==> src/design/rgb_to_hsv_pixel_assert.svh <==
// ----------------------------------------------------------------------------
// rgb_to_hsv_pixel assertion macros
// Concurrent assertion shorthands clocked on clk, disabled during arst_n.
// ----------------------------------------------------------------------------
`ifndef RGB_TO_HSV_PIXEL_ASSERT_SVH
`define RGB_TO_HSV_PIXEL_ASSERT_SVH

// same-cycle implication
`define RGBHSV_ASSERT_NOW(lbl, ante, cons, msg) \
	lbl: assert property (@(posedge clk) disable iff (!arst_n) (ante) |-> (cons)) \
		else $error(msg);

// next-cycle implication
`define RGBHSV_ASSERT_NEXT(lbl, ante, cons, msg) \
	lbl: assert property (@(posedge clk) disable iff (!arst_n) (ante) |=> (cons)) \
		else $error(msg);

`endif

==> src/design/rgbhsv_pkg.sv <==
// ----------------------------------------------------------------------------
// rgbhsv_pkg
// Shared widths, constants and types of the RGB to HSV pixel converter.
// ----------------------------------------------------------------------------
package rgbhsv_pkg;

	localparam int CH_W        = 8;
	localparam int QUO_W       = 16;
	localparam int HUE_NUM_W   = 20;
	localparam int SAT_NUM_W   = 23;
	localparam int HUE_W       = 15;
	localparam int SAT_W       = 16;
	localparam int IN_TDATA_W  = 24;
	localparam int OUT_TDATA_W = 40;
	localparam int DIV_BITS    = 2;

	localparam logic [11:0]        HUE_SECTOR     = 12'd3840;
	localparam logic signed [16:0] HUE_FULL       = 17'sd23040;
	localparam logic signed [16:0] HUE_BASE_RED   = 17'sd0;
	localparam logic signed [16:0] HUE_BASE_GREEN = 17'sd7680;
	localparam logic signed [16:0] HUE_BASE_BLUE  = 17'sd15360;
	localparam logic [SAT_W-1:0]   SAT_ONE        = 16'd32768;

	typedef enum logic [1:0] {
		SEC_RED,
		SEC_GREEN,
		SEC_BLUE
	} sector_t;

	typedef struct packed {
		logic [CH_W-1:0] mx;
		sector_t         sector;
		logic            neg;
		logic            grey;
	} side_t;

	typedef struct packed {
		logic [HUE_NUM_W-1:0] hue_num;
		logic [SAT_NUM_W-1:0] sat_num;
		logic [CH_W-1:0]      diff;
		side_t                side;
	} front_t;

endpackage

==> src/design/rgbhsv_front.sv <==
// ----------------------------------------------------------------------------
// rgbhsv_front
// Two-stage front end: max, min, sector and signed difference, then the
// dividends and divisors for the hue and saturation dividers.
// ----------------------------------------------------------------------------
module rgbhsv_front (
	input  logic                         clk,
	input  logic                         adv,
	input  logic [rgbhsv_pkg::CH_W-1:0]  red,
	input  logic [rgbhsv_pkg::CH_W-1:0]  green,
	input  logic [rgbhsv_pkg::CH_W-1:0]  blue,
	output rgbhsv_pkg::front_t           front
);
	import rgbhsv_pkg::*;

	logic [CH_W-1:0]   mx;
	logic [CH_W-1:0]   mn;
	sector_t           sector;
	logic signed [8:0] num;

	logic [CH_W-1:0]   mx_s1;
	logic [CH_W-1:0]   diff_s1;
	sector_t           sector_s1;
	logic signed [8:0] num_s1;

	logic [8:0]        num_abs;
	front_t            front_nx;
	front_t            front_s2;

	always_comb begin
		mx = red;
		mn = red;
		if (green > mx) mx = green;
		if (blue > mx) mx = blue;
		if (green < mn) mn = green;
		if (blue < mn) mn = blue;
		if (mx == red) begin
			sector = SEC_RED;
			num    = $signed({1'b0, green}) - $signed({1'b0, blue});
		end else if (mx == green) begin
			sector = SEC_GREEN;
			num    = $signed({1'b0, blue}) - $signed({1'b0, red});
		end else begin
			sector = SEC_BLUE;
			num    = $signed({1'b0, red}) - $signed({1'b0, green});
		end
	end

	always_ff @(posedge clk) begin
		if (adv) begin
			mx_s1     <= mx;
			diff_s1   <= mx - mn;
			sector_s1 <= sector;
			num_s1    <= num;
		end
	end

	always_comb begin
		num_abs                = num_s1[8] ? 9'(-num_s1) : 9'(num_s1);
		front_nx.hue_num       = {8'd0, HUE_SECTOR} * {12'd0, num_abs[CH_W-1:0]};
		front_nx.sat_num       = {diff_s1, 15'd0};
		front_nx.diff          = diff_s1;
		front_nx.side.mx       = mx_s1;
		front_nx.side.sector   = sector_s1;
		front_nx.side.neg      = num_s1[8];
		front_nx.side.grey     = (diff_s1 == '0);
	end

	always_ff @(posedge clk) begin
		if (adv) begin
			front_s2 <= front_nx;
		end
	end

	assign front = front_s2;

endmodule

==> src/design/rgbhsv_div.sv <==
// ----------------------------------------------------------------------------
// rgbhsv_div
// Pipelined restoring divider with an 8-bit divisor. Each stage retires
// BITS quotient bits; the dividend's bits above the quotient must stay
// below the divisor.
// ----------------------------------------------------------------------------
module rgbhsv_div #(
	parameter int NUM_W = rgbhsv_pkg::SAT_NUM_W,
	parameter int BITS  = rgbhsv_pkg::DIV_BITS
) (
	input  logic                          clk,
	input  logic                          adv,
	input  logic [NUM_W-1:0]              num,
	input  logic [rgbhsv_pkg::CH_W-1:0]   den,
	output logic [rgbhsv_pkg::QUO_W-1:0]  quo,
	output logic                          rem_nz
);
	import rgbhsv_pkg::*;

	localparam int STAGES = QUO_W / BITS;

	logic [CH_W-1:0]  rem_s  [STAGES];
	logic [QUO_W-1:0] work_s [STAGES];
	logic [CH_W-1:0]  den_s  [STAGES];

	genvar k;
	generate
		for (k = 0; k < STAGES; k++) begin : g_stage
			logic [CH_W-1:0]  rem_src;
			logic [QUO_W-1:0] work_src;
			logic [CH_W-1:0]  den_src;
			logic [CH_W-1:0]  rem_nx;
			logic [QUO_W-1:0] work_nx;

			if (k == 0) begin : g_first
				assign rem_src  = CH_W'(num[NUM_W-1:QUO_W]);
				assign work_src = num[QUO_W-1:0];
				assign den_src  = den;
			end else begin : g_next
				assign rem_src  = rem_s[k-1];
				assign work_src = work_s[k-1];
				assign den_src  = den_s[k-1];
			end

			always_comb begin
				logic [CH_W:0]    sh;
				logic [CH_W-1:0]  r;
				logic [QUO_W-1:0] w;
				r  = rem_src;
				w  = work_src;
				sh = '0;
				for (int i = 0; i < BITS; i++) begin
					sh = {r, w[QUO_W-1]};
					w  = {w[QUO_W-2:0], 1'b0};
					if (sh >= {1'b0, den_src}) begin
						sh   = sh - {1'b0, den_src};
						w[0] = 1'b1;
					end
					r = sh[CH_W-1:0];
				end
				rem_nx  = r;
				work_nx = w;
			end

			always_ff @(posedge clk) begin
				if (adv) begin
					rem_s[k]  <= rem_nx;
					work_s[k] <= work_nx;
					den_s[k]  <= den_src;
				end
			end
		end
	endgenerate

	assign quo    = work_s[STAGES-1];
	assign rem_nz = |rem_s[STAGES-1];

endmodule

==> src/design/rgb_to_hsv_pixel.sv <==
// ----------------------------------------------------------------------------
// rgb_to_hsv_pixel
// Streaming RGB to HSV converter, one pixel per clock while m_axis does not stall.
// ----------------------------------------------------------------------------
// Usage:
//   Slave channel s_axis carries one 8-bit RGB pixel per beat, master
//   channel m_axis one HSV result per beat: hue in 1/64 degree (0..23039),
//   saturation in Q1.15 (32768 is one), value as the largest channel.
//   Results leave in input order, one per input beat.
//   An accepted beat passes the front-end stages, the DIV_BITS-dependent
//   divider stages and the output register before its result is on m_axis.
//   Throughput is one beat per cycle unless m_axis stalls; the depth is set
//   by the two 16-bit restoring dividers, retiring DIV_BITS quotient bits a stage.
//   The whole pipeline advances together: while m_axis holds a result that
//   is not taken, s_axis_tready is low and every stage holds its beat.
//   While the output register is empty or being taken, s_axis_tready is
//   high, so beats keep flowing behind a full pipe.
//   arst_n clears all valid bits; no result is pending after reset.
// ----------------------------------------------------------------------------
module rgb_to_hsv_pixel #(
	parameter int DIV_BITS = rgbhsv_pkg::DIV_BITS
) (
	input  logic                                 clk,
	input  logic                                 arst_n,
	input  logic                                 s_axis_tvalid,
	output logic                                 s_axis_tready,
	// red_in [7:0], green_in [15:8], blue_in [23:16]
	input  logic [rgbhsv_pkg::IN_TDATA_W-1:0]    s_axis_tdata,
	output logic                                 m_axis_tvalid,
	input  logic                                 m_axis_tready,
	// hue_out [14:0], sat_out [30:15], val_out [38:31], zero [39]
	output logic [rgbhsv_pkg::OUT_TDATA_W-1:0]   m_axis_tdata
);
	import rgbhsv_pkg::*;

	`include "rgb_to_hsv_pixel_assert.svh"

	localparam int STAGES = QUO_W / DIV_BITS;
	localparam int PIPE   = STAGES + 2;

	logic              adv;
	logic              vld_s  [PIPE];
	side_t             side_s [STAGES];
	logic              out_valid_q;
	logic [HUE_W-1:0]  hue_q;
	logic [SAT_W-1:0]  sat_q;
	logic [CH_W-1:0]   val_q;

	front_t            front;
	logic [QUO_W-1:0]  hue_quo;
	logic              hue_rnz;
	logic [QUO_W-1:0]  sat_quo;
	logic              sat_rnz;

	side_t             side_o;
	logic [16:0]       q_up;
	logic signed [16:0] frac;
	logic signed [16:0] base;
	logic signed [16:0] hue_sum;
	logic [HUE_W-1:0]  hue_nx;
	logic [SAT_W-1:0]  sat_nx;

	assign adv           = !out_valid_q || m_axis_tready;
	assign s_axis_tready = adv;

	rgbhsv_front u_front (
		.clk   (clk),
		.adv   (adv),
		.red   (s_axis_tdata[7:0]),
		.green (s_axis_tdata[15:8]),
		.blue  (s_axis_tdata[23:16]),
		.front (front)
	);

	rgbhsv_div #(
		.NUM_W (HUE_NUM_W),
		.BITS  (DIV_BITS)
	) u_div_hue (
		.clk    (clk),
		.adv    (adv),
		.num    (front.hue_num),
		.den    (front.diff),
		.quo    (hue_quo),
		.rem_nz (hue_rnz)
	);

	rgbhsv_div #(
		.NUM_W (SAT_NUM_W),
		.BITS  (DIV_BITS)
	) u_div_sat (
		.clk    (clk),
		.adv    (adv),
		.num    (front.sat_num),
		.den    (front.side.mx),
		.quo    (sat_quo),
		.rem_nz (sat_rnz)
	);

	// advance valid bits with the data
	always_ff @(posedge clk or negedge arst_n) begin
		if (!arst_n) begin
			for (int i = 0; i < PIPE; i++) vld_s[i] <= 1'b0;
			out_valid_q <= 1'b0;
		end else if (adv) begin
			vld_s[0] <= s_axis_tvalid;
			for (int i = 1; i < PIPE; i++) vld_s[i] <= vld_s[i-1];
			out_valid_q <= vld_s[PIPE-1];
		end
	end

	always_ff @(posedge clk) begin
		if (adv) begin
			side_s[0] <= front.side;
			for (int i = 1; i < STAGES; i++) side_s[i] <= side_s[i-1];
		end
	end

	assign side_o = side_s[STAGES-1];

	always_comb begin
		q_up = {1'b0, hue_quo} + {16'd0, hue_rnz};
		frac = side_o.neg ? -$signed(q_up) : $signed({1'b0, hue_quo});
		case (side_o.sector)
			SEC_RED:   base = HUE_BASE_RED;
			SEC_GREEN: base = HUE_BASE_GREEN;
			SEC_BLUE:  base = HUE_BASE_BLUE;
			default:   base = HUE_BASE_RED;
		endcase
		hue_sum = base + frac;
		if (hue_sum < 0) hue_sum = hue_sum + HUE_FULL;
		hue_nx = side_o.grey ? '0 : hue_sum[HUE_W-1:0];
		sat_nx = side_o.grey ? '0 : sat_quo;
	end

	always_ff @(posedge clk) begin
		if (adv) begin
			hue_q <= hue_nx;
			sat_q <= sat_nx;
			val_q <= side_o.mx;
		end
	end

	assign m_axis_tvalid = out_valid_q;
	assign m_axis_tdata  = {1'b0, val_q, sat_q, hue_q};

	`RGBHSV_ASSERT_NEXT(a_accept_enters, s_axis_tvalid && s_axis_tready, vld_s[0], "accepted beat not in first stage")
	`RGBHSV_ASSERT_NOW(a_hue_range, out_valid_q, hue_q < 15'd23040, "hue out of range")
	`RGBHSV_ASSERT_NOW(a_sat_range, out_valid_q, sat_q <= SAT_ONE, "saturation above one")
	`RGBHSV_ASSERT_NOW(a_grey_hue, out_valid_q && (sat_q == '0), hue_q == '0, "grey pixel with hue")
	`RGBHSV_ASSERT_NOW(a_sat_rem, out_valid_q && (sat_q == SAT_ONE), $past(!sat_rnz || !adv), "full saturation with remainder")

endmodule

==> config.mk <==
export PLATFORM = sky130hd
export DESIGN_NAME = rgb_to_hsv_pixel
export DESIGN_NICKNAME = d
export VERILOG_FILES = /design/src/design/rgbhsv_pkg.sv /design/src/design/rgbhsv_front.sv /design/src/design/rgbhsv_div.sv /design/src/design/rgb_to_hsv_pixel.sv
export VERILOG_INCLUDE_DIRS = /design/src /design/src/design
export SDC_FILE = /design/constraint.sdc
export NUM_CORES = 1
export LEC_CHECK = 0
export BUFFER_PORTS_ARGS = -buffer_cell sky130_fd_sc_hd__buf_2
export CAP_MARGIN = 20
export CORE_MARGIN = 4
export CORE_UTILIZATION = 65
export CTS_BUF_LIST = sky130_fd_sc_hd__clkbuf_8
export CTS_CLUSTER_DIAMETER = 40
export DETAILED_ROUTE_END_ITERATION = 16
export PLACE_DENSITY = 0.82
export SLEW_MARGIN = 20
export SYNTH_ARGS = -nofsm -noshare
export SYNTH_HDL_FRONTEND = slang
export SYNTH_SLANG_ARGS = --single-unit
export TNS_END_PERCENT = 50
==> constraint.sdc <==
create_clock -name clk -period 39.3 [get_ports clk]
set_clock_uncertainty 0.05 [all_clocks]
set_input_delay 7.86 -clock clk [delete_from_list [all_inputs] [get_ports clk]]
set_output_delay 7.86 -clock clk [all_outputs]
set_load 0.005 [all_outputs]
==> qor.csv <==
metric,value,unit
status,"finished, final reports clean",
crit-path cells,buf_2 -> nor2b_2 -> inv_8 -> buf_2,
routed len/inst,16.9,µm
Placer Congestion,0.947,
Synthesized Nets,3281,
Die Span Y,233,µm
ys flop type,edfxtp_1,
Mapped Cells,2890,
hold path start,u_div_hue.work_s[1][1]$_DFFE_PP_,
drt first pass iters,5,
CP Capture Type,primary output,
Final Net Count,3417,
synthesized flop and latch total,537,
number of H-tree levels,3,
Final ANT Viol Nets,0,
count of pins over their slew limit,0,
R2R Setup Slk,32.79,ns
number of synthesized flops with an enable pin,526,
via count,21703,
clock tree buffer depth,3,
Worst Path Max Fanout,121,
CTS Hold Bufs,0,
first-pass GRT wire length,105000,µm
Slew @ Worst Pin,1.03,ns
vias in the first global route,22366,
Most Frequent Cell on Critical Path,buf_2,
share of cells above drive strength 1,12.9,%
Yosys cell types,76,
CTS tree,built,
gr usage total,23.6,%
cell depth of the worst flop-to-flop path,23,
DRC,0,
WHS Endpoint,u_div_hue.work_s[1][19]$_DFFE_PP_,
number of buffers created by CTS,90,
R2R Path End,u_div_hue.rem_s[1][30]$_DFFE_PP_,
Crit Path Class,in2out,
core area,50200,µm²
largest area contributor in the netlist,edfxtp_1,
Hold WC Path Type,reg2reg,
slowest cell on the critical path,nor2b_2,
Crit path largest cell delay,0.54,ns
synthesized area per cell,11.4,µm²
Setup Buffers After CTS,0,
max-cap viol count,0,
clock slew at reported path FFs,0.06,ns
setup TNS,0,ns
Root Driver,clkbuf_8,
RR Startpoint,u_div_hue.den_s[1][17]$_DFFE_PP_,
antenna violations before repair,1,
# setup viols final,0,
Startpoint Class,input pin,
post-CTS sizing,0,
mapped cell area,32900,µm²
Critical Path AT,9.18,ns
Rel. slew slack,31.2,%
CP Buf/Inv Count,3,
I/O pin cnt,70,
PortBufs,68,
final WL,63800,µm
Syn-to-layout area delta,8.58,%
largest net degree at the start of global routing,122,
Cells on Worst Hold Path,0,
worst skew pair latency,0.68,ns
"Hold Vio Cnt, Final",0,
post-DP HPWL,47700,µm
"Seq/Total Area, Yosys",48.8,%
"top cells by area, synth","edfxtp_1, ha_1, mux2_2",
Die X,233,µm
drt initial violations,1272,
RSZ-0062 raised after global routing,no,
die area,54300,µm²
Final Util,71.3,%
async set or reset register ratio after synthesis,2.05,%
fin crit period,17.09,ns
maximum clock frequency,58.5,MHz
Initial Util,65.6,%
grt ovf,0,
CP top delay family,buffers and inverters,
Synth top area share,48.0,%
Tcrit/Tclk final,43.5,%
top-count cell post-synth,edfxtp_1,
CTS sink count,537,
site row count,82,
list of most frequent post-synthesis cells,"edfxtp_1, inv_1, ha_1",
Crit path required time,31.39,ns
Synth Warn #,0,
Vias per Instance,5.77,
==> metal layers <==
layer	global-route usage, %	wire, µm	share of wire [%]	vias to the layer above
li1	-	-	-	10671
met1	28.5	26600	42	10420
met2	42.7	32800	51	475
met3	3.85	2560	4.0	137
met4	8.89	1770	2.8	0
met5	0	0	0	-
==> layout make-up <==
class	count	area, µm²
well taps	672	841
multi-input cells	1973	15400
diodes	2	5.00
clock inverters	65	439
repair buffers	81	445
clock buffers	90	1240
fillers	3434	14400
flip-flops and latches	537	16100
inverters	343	1290
==> how the worst max path moves through the flow <==
stage,start,to,slack [ns],cells after the start
2_1_floorplan,m_axis_tready,s_axis_tready,13.11,3
3_3_place_gp,m_axis_tready,s_axis_tready,21.79,4
3_5_place_dp,m_axis_tready,s_axis_tready,21.69,4
4_1_cts,m_axis_tready,s_axis_tready,21.69,4
5_1_grt,m_axis_tready,s_axis_tready,22.05,4
6_report,m_axis_tready,s_axis_tready,22.21,4
==> worst register-to-register path, cell delays in order, from the launching register on <==
cell and delay [ns]:
edfxtp_1 0.39, inv_1 0.13, ha_1 0.26, nor2b_1 0.13
o21ai_0 0.22, a21boi_0 0.16, o21ai_0 0.24, a21boi_0 0.16
o21ai_0 0.18, inv_1 0.06, o21ai_0 0.23, nor2b_1 0.58
mux2_2 0.42, ha_1 0.33, o21ai_0 0.13, a21boi_0 0.16
o21ai_0 0.19, nand2b_1 0.11, a21o_1 0.19, a21o_1 0.19
o21a_1 0.18, a311oi_1 0.66, clkinv_1 0.49, mux2_2 0.39
==> cell families (layout without fill, tap and decap cells) <==
group	Yosys count	count (layout)	share of synthesized area [%]
AOI/OAI and AO/OA	578	578	11.1
xor gates and xnor gates	188	188	5.07
adders and majority gates	363	363	14.7
buffers and inverters	380	579	4.38
DFF	537	537	48.8
muxes	193	193	6.54
other	1	3	0.0114
and+or+nand+nor	650	650	9.46
==> registers in the layout, indices dropped and copies added (netlist names) <==
| name | flops |
|---|---|
| u_div_sat.den_s | 1 |
| u_div_hue.rem_s | 64 |
| u_div_hue.den_s | 56 |
| u_front.num_s1 | 9 |
| val_q | 8 |
| u_front.diff_s1 | 8 |
| u_div_hue.work_s | 84 |
| u_front.front | 32 |
| side_s | 95 |
| u_div_sat.rem_s | 56 |
| vld_s | 10 |
| u_front.sector_s1 | 2 |
| m_axis_tvalid | 1 |
| sat_q | 16 |
| hue_q | 15 |
| u_div_sat.work_s | 72 |
| u_front.mx_s1 | 8 |
==> layout by cell type, fill, tap and decap left out, types with 90 or more instances in the layout <==
master	instances
nor2_1	223
a21oi_1	116
mux2_2	157
o21ai_0	197
inv_1	359
nand2_1	142
ha_1	325
edfxtp_1	526
xnor2_1	122
clkbuf_8	90
==> per-stage QoR <==
step	std cells	area, µm²	hold slack, ns	setup WS, ns
global route	3763	35800	0.364	22.05
detailed placement	3606	34100	0.355	21.69
global placement	3606	34100	0.350	21.79
CTS	3761	35700	0.346	21.69
floorplan	2890	32900	0.350	13.11
finish	3763	35800	0.355	22.21
Power is not shown: default switching activity piles up to over one toggle a cycle in this logic, so the estimate is an artifact.
